===== src/rtl/mesh_face_area_defines.svh =====
// Assertion macros used by mesh_face_area.sv to check its own logic.
`ifndef MESH_FACE_AREA_DEFINES_SVH
`define MESH_FACE_AREA_DEFINES_SVH

// The consequent must hold in the same cycle as the antecedent.
`define MFA_ASSERT_NOW(lbl, ante, cons) \
    lbl: assert property (@(posedge clk) disable iff (!rst_n) (ante) |-> (cons)) \
        else $error("mesh_face_area: assertion failed");

// The consequent must hold in the cycle after the antecedent.
`define MFA_ASSERT_NEXT(lbl, ante, cons) \
    lbl: assert property (@(posedge clk) disable iff (!rst_n) (ante) |=> (cons)) \
        else $error("mesh_face_area: assertion failed");

`endif


===== src/rtl/mfa_pkg.sv =====
package mfa_pkg;

    localparam int OUT_BITS = 35;

    typedef enum logic [1:0] {
        KIND_POINT    = 2'd0,
        KIND_INTERVAL = 2'd1,
        KIND_TRIANGLE = 2'd2,
        KIND_PGRAM    = 2'd3
    } kind_t;

    // Control handed from one square root cell to the next.
    typedef struct packed {
        logic valid;
    } mfa_ctl_t;

endpackage


===== src/rtl/mfa_sqrt_cell.sv =====
module mfa_sqrt_cell
    import mfa_pkg::*;
#(
    parameter int RAD_BITS = 74
)
(
    input  logic                    clk,
    input  logic                    rst_n,
    input  logic                    en,
    input  mfa_ctl_t                ctl_in,
    input  logic [RAD_BITS-1:0]     rad_in,
    input  logic [RAD_BITS/2:0]     rem_in,
    input  logic [RAD_BITS/2-1:0]   root_in,
    output mfa_ctl_t                ctl_out,
    output logic [RAD_BITS-1:0]     rad_out,
    output logic [RAD_BITS/2:0]     rem_out,
    output logic [RAD_BITS/2-1:0]   root_out
);
    localparam int R = RAD_BITS / 2;

    logic [R+2:0]          part, trial;
    logic                  fits;
    logic [RAD_BITS-1:0]   rad_reg;
    logic [R:0]            rem_reg, rem_next;
    logic [R-1:0]          root_reg, root_next;

    // One result bit per cell: bring down two radicand bits, try 4*root+1.
    always_comb
    begin
        part      = {rem_in, rad_in[RAD_BITS-1 -: 2]};
        trial     = {1'b0, root_in, 2'b01};
        fits      = part >= trial;
        rem_next  = fits ? (R+1)'(part - trial) : (R+1)'(part);
        root_next = {root_in[R-2:0], fits};
    end

    always_ff @(posedge clk or negedge rst_n)
    begin
        if (!rst_n)
            ctl_out.valid <= 1'b0;
        else if (en)
            ctl_out.valid <= ctl_in.valid;
    end

    always_ff @(posedge clk)
    begin
        if (en)
        begin
            rad_reg  <= rad_in << 2;
            rem_reg  <= rem_next;
            root_reg <= root_next;
        end
    end

    assign rad_out  = rad_reg;
    assign rem_out  = rem_reg;
    assign root_out = root_reg;
endmodule


===== config.mk =====
export PLATFORM = sky130hd
export DESIGN_NAME = mfa_sqrt_cell
export DESIGN_NICKNAME = d
export VERILOG_FILES = /design/src/rtl/mesh_face_area_defines.svh /design/src/rtl/mfa_pkg.sv /design/src/rtl/mfa_sqrt_cell.sv
export SDC_FILE = /design/constraint.sdc
export NUM_CORES = 1
export LEC_CHECK = 0
export BUFFER_PORTS_ARGS = -buffer_cell sky130_fd_sc_hd__buf_2
export CELL_PAD_IN_SITES_DETAIL_PLACEMENT = 0
export CELL_PAD_IN_SITES_GLOBAL_PLACEMENT = 2
export CORE_MARGIN = 8
export CORE_UTILIZATION = 33
export DETAILED_ROUTE_END_ITERATION = 8
export PLACE_DENSITY = 0.83
export SYNTH_ARGS = -nofsm -noshare
export SYNTH_HDL_FRONTEND = slang
export SYNTH_SLANG_ARGS = --single-unit

===== constraint.sdc =====
create_clock -name clk -period 1.3 [get_ports clk]
set_input_delay 0.065 -clock clk [delete_from_list [all_inputs] [get_ports clk]]
set_output_delay 0.065 -clock clk [all_outputs]
set_load 0.03 [all_outputs]

==> qor.csv, run 1 <==
stage;metric;value;unit
hold_path;hold crit path type;in2reg;
floorplanning;Initial Utilization;0.333;
sta;Slew Limit Fails;0;
detailed_routing;final wirelength;26100;um
floorplanning;Core Region;22400;um2
sta;RSZ-0062 raised after global routing;yes;
setup_path;Crit path depth;13;
run_status;status;finished with violations;
sta;final worst path period share;1.64;
final_layout;final cell count without fillers;1468;
job;max cap viols;0;
floorplanning;die area;27600;um2
setup_path;Worst setup SP type;input port;
setup_path;CP Capture Type;register;
power;Peak VDD IR;856;uV
final_layout;P&R area growth vs syn;76.9;%
placement;number of port buffers;300;
placement;gp weighted congestion;0.797;
logic_synthesis;number of synthesized flops with an enable pin;147;
detailed_routing;1st-iter DRT viols;306;
logic_synthesis;mapped cell area;7440;um2
grt;first-pass GRT wire length;40700;um
setup_path;r2r endpoint;ctl_out;
logic_synthesis;Synth top area share;0.593;
placement;Placed Area;10400;um2
grt;Congestion Overflow GR;0;
detailed_routing;drt first pass iters;4;
setup_path;crit-path cells;buf_4 > inv_2 > ha_4 > nand4_1 > buf_4 > o2111ai_1 > a31oi_2 > nand3b_4 > a31oi_4 > a21oi_4 > buf_6 > buf_12 > mux2_4;
setup_path;crit path buf inv count;5;
setup_path;CP top delay family;compound AO/OA/AOI/OAI gates;
final_layout;Reg area;4440;um2
power;pwr dens;1210;nW/um2
final_layout;fillers;1872;
setup_path;Worst Path Required;1470;ps
floorplanning;io pins;303;
sta;final hold violation count;0;
final_layout;NumNets Final;1360;
logic_synthesis;Mean Syn Cell Area;13.2;um2
cts;clock-pin slew on the worst setup and hold paths;70;ps
logic_synthesis;Unique masters post-synth;64;
logic_synthesis;Seq/Total Area, Yosys;0.597;
cts;Sink Count;148;
sta;final setup fails;39;
grt;vias in the first global route;7256;
logic_synthesis;Synth area leaders;edfxtp_1, ha_1, mux2_2;
logic_synthesis;most common cell in the synthesized netlist;edfxtp_1;
logic_synthesis;post-synthesis register bit count;148;
logic_synthesis;post-synth top area cell;edfxtp_1;
setup_path;slowest CP cell;mux2_4;
setup_path;Reg2Reg Setup Slack;550;ps
final_layout;fin area;13200;um2
setup_path;RR Startpoint;ctl_out;
cts;CTS Buf Count;17;
detailed_routing;wire length per cell;17.8;um
placement;HPWL after DPL;18600;um
detailed_routing;# DRC;0;
final_layout;share of cells above drive strength 1;0.509;
detailed_routing;final antenna-violating net count;0;
setup_path;R2R depth;1;
floorplanning;Die Span Y;166;um
logic_synthesis;Post-synth top cells;edfxtp_1, inv_1, ha_1, a21oi_1, mux2_2;
sta;Tmin final;2130;ps
cts;CTS tree;yes;
setup_path;critical path type;in2reg;
setup_path;CP arrival;2300;ps
logic_synthesis;ys async rst share;0.00676;
sta;Max Clock Freq;0.468;GHz
sta;Worst Setup Slack, final;-835;ps
setup_path;worst setup path end;rem_out[19];
setup_path;CP max stage delay;310;ps
detailed_routing;vias;6837;
setup_path;most frequent CP cell;buf_4;
logic_synthesis;Synth Warn #;0;
sta;Worst Skew;0;ps
final_layout;area taken by multi-input logic gates;3250;um2
placement;number of placed instances, taps included;1274;
cts;Root Buffer;clkbuf_16;
grt;GRT Overall Usage;0.186;
setup_path;crit path launch;root_in[18];
logic_synthesis;ys flop type;edfxtp_1;
floorplanning;row count;55;
cts;Clk Latency, worst-skew pair;420;ps
logic_synthesis;post-synthesis cell count;563;
run_status;failing checks;setup timing;
grt;initial antenna violation count;3;
final_layout;Util after Layout;0.588;
detailed_routing;vias per cell;4.66;
cts;H-tree depth;4;
cts;maximum buffer depth of the clock tree;2;
setup_path;Max FO, Critical Path;8;
grt;largest net degree at the start of global routing;33;
power;Pleak;5.87;nW
floorplanning;die width;166;um
==> per-stage QoR <==
stage | TNS (ps) | hold WS, ps | power [mW] | setup slack (ps)
3_5_place_dp | -52450 | -159 | 10.3 | -1490
5_1_grt | -34120 | 37.8 | 16.6 | -907
3_3_place_gp | -52340 | -160 | 10.3 | -1510
4_1_cts | -31030 | 29.0 | 15.8 | -835
6_report | -31120 | 41.5 | 16.0 | -835
2_1_floorplan | -43410 | -231 | 8.57 | -1180
==> worst min path at each step <==
stage | from | end | slack [ps] | cells past startpoint
after floorplan | rst_n | ctl_out | -230 | 0
after CTS | rem_in[28] | rem_out[30] | 30 | 3
after global routing | en | rad_out[35] | 40 | 1
after detailed placement | rst_n | ctl_out | -160 | 1
after global placement | rst_n | ctl_out | -160 | 1
final | en | rad_out[42] | 40 | 1
==> state kept, by name (all words and copies together), names as in the netlist <==
name	cells
ctl_out	1
rad_out	72
rem_out	38
root_out	37
==> cells by family after synthesis <==
logic type,after synthesis,synth area share
and+or+nand+nor,111,0.0770
DFF,148,0.597
AOI/OAI and AO/OA,128,0.123
xor gates and xnor gates,30,0.0353
other,1,0.000504
adders and majority gates,39,0.0656
buffers and inverters,65,0.0375
muxes,41,0.0638
==> metal layers <==
layer	up-vias	GRT usage	routed length [um]
li1	3339	-	-
met5	-	0	26
met4	4	0.0573	371
met3	25	0.0523	1690
met2	219	0.328	13300
met1	3250	0.215	10800
==> layout by cell type, fill, tap and decap left out, drive strengths merged, types with 16 or more instances in the layout <==
cell type    count
a21oi           33
buf            462
nand2           24
o21ai           17
nor2            26
xnor2           22
nand3           16
inv             54
clkbuf          18
mux2            36
dlygate4sd3    141
ha              39
edfxtp         147
==> repair_timing <==
item                                   CTS  global route
hold buffers                           141             0
endpoints found under the hold margin  140             0
buffers inserted                        13             9
gates resized for setup                 63            60
pin swaps                               22            26
setup endpoints to repair               39            39
cloned                                   2             0
==> power by group <==
part / leakage (nW) / total [mW] / switching [mW] / internal, mW
Combinational: 4.15 / 5.18 / 2.75 / 2.43
Sequential: 1.45 / 5.96 / 0.118 / 5.84
Clock: 0.268 / 4.82 / 2.28 / 2.54
==> final cells by class <==
class,count,area share
tap,285,0.0271
antenna,2,0.000380
sequential,148,0.337
timing repair buffer,603,0.330
clock inverter,14,0.0106
multi-input combinational,351,0.247
inverter,47,0.0151
clock buffer,18,0.0326
Note: power is estimated with default switching activity, not from simulation.
==> run 2: changes to the inputs <==
ABC_AREA = 1   (was default)
CORE_UTILIZATION = 31   (was 33)
==> run 2 against run 1 <==
The run still ends with setup timing left. Die area is 15% higher. Power fell by 0.12%. Utilization shrank 4.2 points. Cell count up 25%. Flip-flop and latch count unchanged. Wire length grew 21%. Clock power grew 2%. Critical path depth is 2 lower. Largest power group unchanged.
==> qor.csv, run 2 <==
stage;metric;value;unit
detailed_routing;Post-Route M1 WL;13100;um
grt;first-pass GRT wire length;47300;um
setup_path;crit-path cells;buf_2 > ha_4 > nand2_4 > nor3_4 > nand2_2 > nor2_4 > nand2_4 > buf_12 > and2_4 > nand4_1 > nand2_1;
setup_path;CP Capture Type;register;
final_layout;commonest non-fill, non-tap cell in the layout;buf_2;
detailed_routing;vias per cell;4.44;
floorplanning;Die Span Y;178;um
detailed_routing;wire length per cell;17.3;um
floorplanning;die width;178;um
final_layout;fin area;14200;um2
cts;H-tree depth;4;
detailed_routing;1st-iter DRT viols;384;
cts;clock-pin slew on the worst setup and hold paths;70;ps
power;Internal;10.5;mW
sta;Tmin final;1540;ps
cts;Sink Count;148;
logic_synthesis;number of synthesized flops with an enable pin;147;
cts;CTS tree;yes;
setup_path;critical path type;in2reg;
logic_synthesis;Synth area leaders;edfxtp_1, nand2_1, inv_1;
setup_path;r2r endpoint;ctl_out;
floorplanning;io pins;303;
logic_synthesis;most common cell in the synthesized netlist;nand2_1;
setup_path;Reg2Reg Setup Slack;550;ps
detailed_routing;vias;8124;
final_layout;most frequent cells in the layout;buf_2, nand2_1, edfxtp_1;
cts;Clk Latency, worst-skew pair;430;ps
sta;final worst path period share;1.19;
detailed_routing;metal3 WL;2180;um
grt;largest net degree at the start of global routing;53;
setup_path;CP top delay family;simple AND/OR/NAND/NOR gates;
logic_synthesis;ys flop type;edfxtp_1;
power;Seq pwr share;0.372;
final_layout;share of cells above drive strength 1;0.471;
setup_path;Crit path depth;11;
sta;post-route setup TNS;-6330;ps
grt;vias in the first global route;8456;
detailed_routing;DR top layer;met4;
power;Switch Pwr;5.48;mW
grt;Congestion Overflow GR;0;
grt;GRT Overall Usage;0.194;
logic_synthesis;Mean Syn Cell Area;9.02;um2
sta;final hold violation count;0;
setup_path;crit path buf inv count;2;
setup_path;Worst setup SP type;input port;
detailed_routing;final antenna-violating net count;0;
sta;Worst Skew;0;ps
run_status;failing checks;setup timing;
setup_path;crit path launch;rem_in[36];
setup_path;slowest CP cell;ha_4;
hold_path;hold crit path type;in2reg;
logic_synthesis;ys async rst share;0.00676;
cts;CTS Buf Count;17;
final_layout;fillers;2398;
hold_path;Cells on Worst Hold Path;3;
setup_path;RR Startpoint;ctl_out;
logic_synthesis;Synth Warn #;0;
power;Peak VDD IR;759;uV
detailed_routing;DR WL met2;15900;um
logic_synthesis;Post-synth top cells;nand2_1, inv_1, edfxtp_1, nor2_1, nand3_1;
detailed_routing;drt first pass iters;5;
setup_path;worst setup path end;rem_out[25];
final_layout;max reg flops;72;
floorplanning;die area;31800;um2
job;max cap viols;0;
power;Clock Power Share;0.309;
setup_path;CP max stage delay;280;ps
logic_synthesis;Unique masters post-synth;37;
cts;maximum buffer depth of the clock tree;2;
power;Pleak;6.81;nW
logic_synthesis;post-synth top area cell;edfxtp_1;
floorplanning;Core Region;26000;um2
placement;number of placed instances, taps included;1652;
logic_synthesis;Seq/Total Area, Yosys;0.544;
final_layout;final cell count without fillers;1829;
power;Logic pwr share;0.319;
grt;initial antenna violation count;0;
floorplanning;Initial Utilization;0.314;
sta;Max Clock Freq;0.647;GHz
setup_path;Worst Path Required;1480;ps
final_layout;NumNets Final;1673;
sta;Slew Limit Fails;0;
run_status;status;finished with violations;
placement;number of port buffers;300;
sta;Min Hold Slack;12.2;ps
detailed_routing;final wirelength;31600;um
setup_path;R2R depth;1;
sta;Worst Setup Slack, final;-245;ps
logic_synthesis;Synth top area share;0.541;
setup_path;CP arrival;1720;ps
final_layout;antenna cell count;0;
power;pwr dens;1120;nW/um2
logic_synthesis;post-synthesis register bit count;148;
placement;gp weighted congestion;0.880;
setup_path;Max FO, Critical Path;8;
detailed_routing;# DRC;0;
sta;final setup fails;39;
sta;RSZ-0062 raised after global routing;yes;
logic_synthesis;mapped cell area;8160;um2
floorplanning;row count;59;
setup_path;most frequent CP cell;nand2_4;
placement;HPWL after DPL;23600;um
logic_synthesis;post-synthesis cell count;904;
placement;Placed Area;11500;um2
power;sw frac;0.344;
final_layout;P&R area growth vs syn;74.0;%
cts;Root Buffer;clkbuf_16;
## run 2: tightest hold or removal path: stages
cell and delay [ps]:
buf_4 100, inv_1 50, o21ai_2 120
## run 2: what timing repair did
item | in CTS | in global routing
cloned | 3 | 1
gates resized for setup | 96 | 91
setup endpoints to repair | 39 | 39
hold endpoints to repair | 127 | 2
pin swaps | 20 | 41
setup buffers | 10 | 12
hold buffers | 118 | 2
## run 2: layer usage
layer | vias up | track usage
met2 | 252 | 0.349
li1 | 4067 | -
met4 | 0 | 0.0513
met3 | 25 | 0.0402
met1 | 3780 | 0.231
met5 | - | 0
## run 2: layout make-up
type | instances | area (um2) | share of cell area
well taps | 335 | 419 | 0.0295
repair buffers | 568 | 4100 | 0.289
clock inverters | 14 | 140 | 0.00988
clock buffers | 18 | 429 | 0.0302
flip-flops and latches | 148 | 4440 | 0.313
inverters | 171 | 667 | 0.0470
multi-input cells | 575 | 4000 | 0.282
## run 2: power by group through the flow
stage / registers [mW] / clock network (mW) / logic, mW
floorplan: 7.00 / 0 / 1.57
global placement: 6.02 / 0 / 4.34
detailed placement: 6.03 / 0 / 4.37
CTS: 5.93 / 5.07 / 4.89
global route: 5.98 / 5.19 / 5.49
finish: 5.93 / 4.92 / 5.09
## run 2: cell families after synthesis
logic type	count (synthesis)	synth area share
compound gates	63	0.0431
xor+xnor	20	0.0215
fa+ha+maj	39	0.0598
buf+inv	183	0.0930
flops	148	0.544
mux	1	0.00138
other cells	1	0.000460
simple gates	449	0.237
## run 2: worst min-delay path by stage
stage,to,start
after global placement,ctl_out,rst_n
after floorplan,ctl_out,rst_n
after detailed placement,ctl_out,rst_n
final,rem_out[19],rem_in[17]
after CTS,root_out[18],root_in[17]
after global routing,rem_out[28],rem_in[26]
## run 2: stage by stage
step	power (mW)	util	setup slack [ps]
2_1_floorplan	8.57	-	-345
3_3_place_gp	10.4	0.444	-865
3_5_place_dp	10.4	0.444	-850
4_1_cts	15.9	0.530	-193
5_1_grt	16.7	0.546	-272
6_report	15.9	0.546	-245
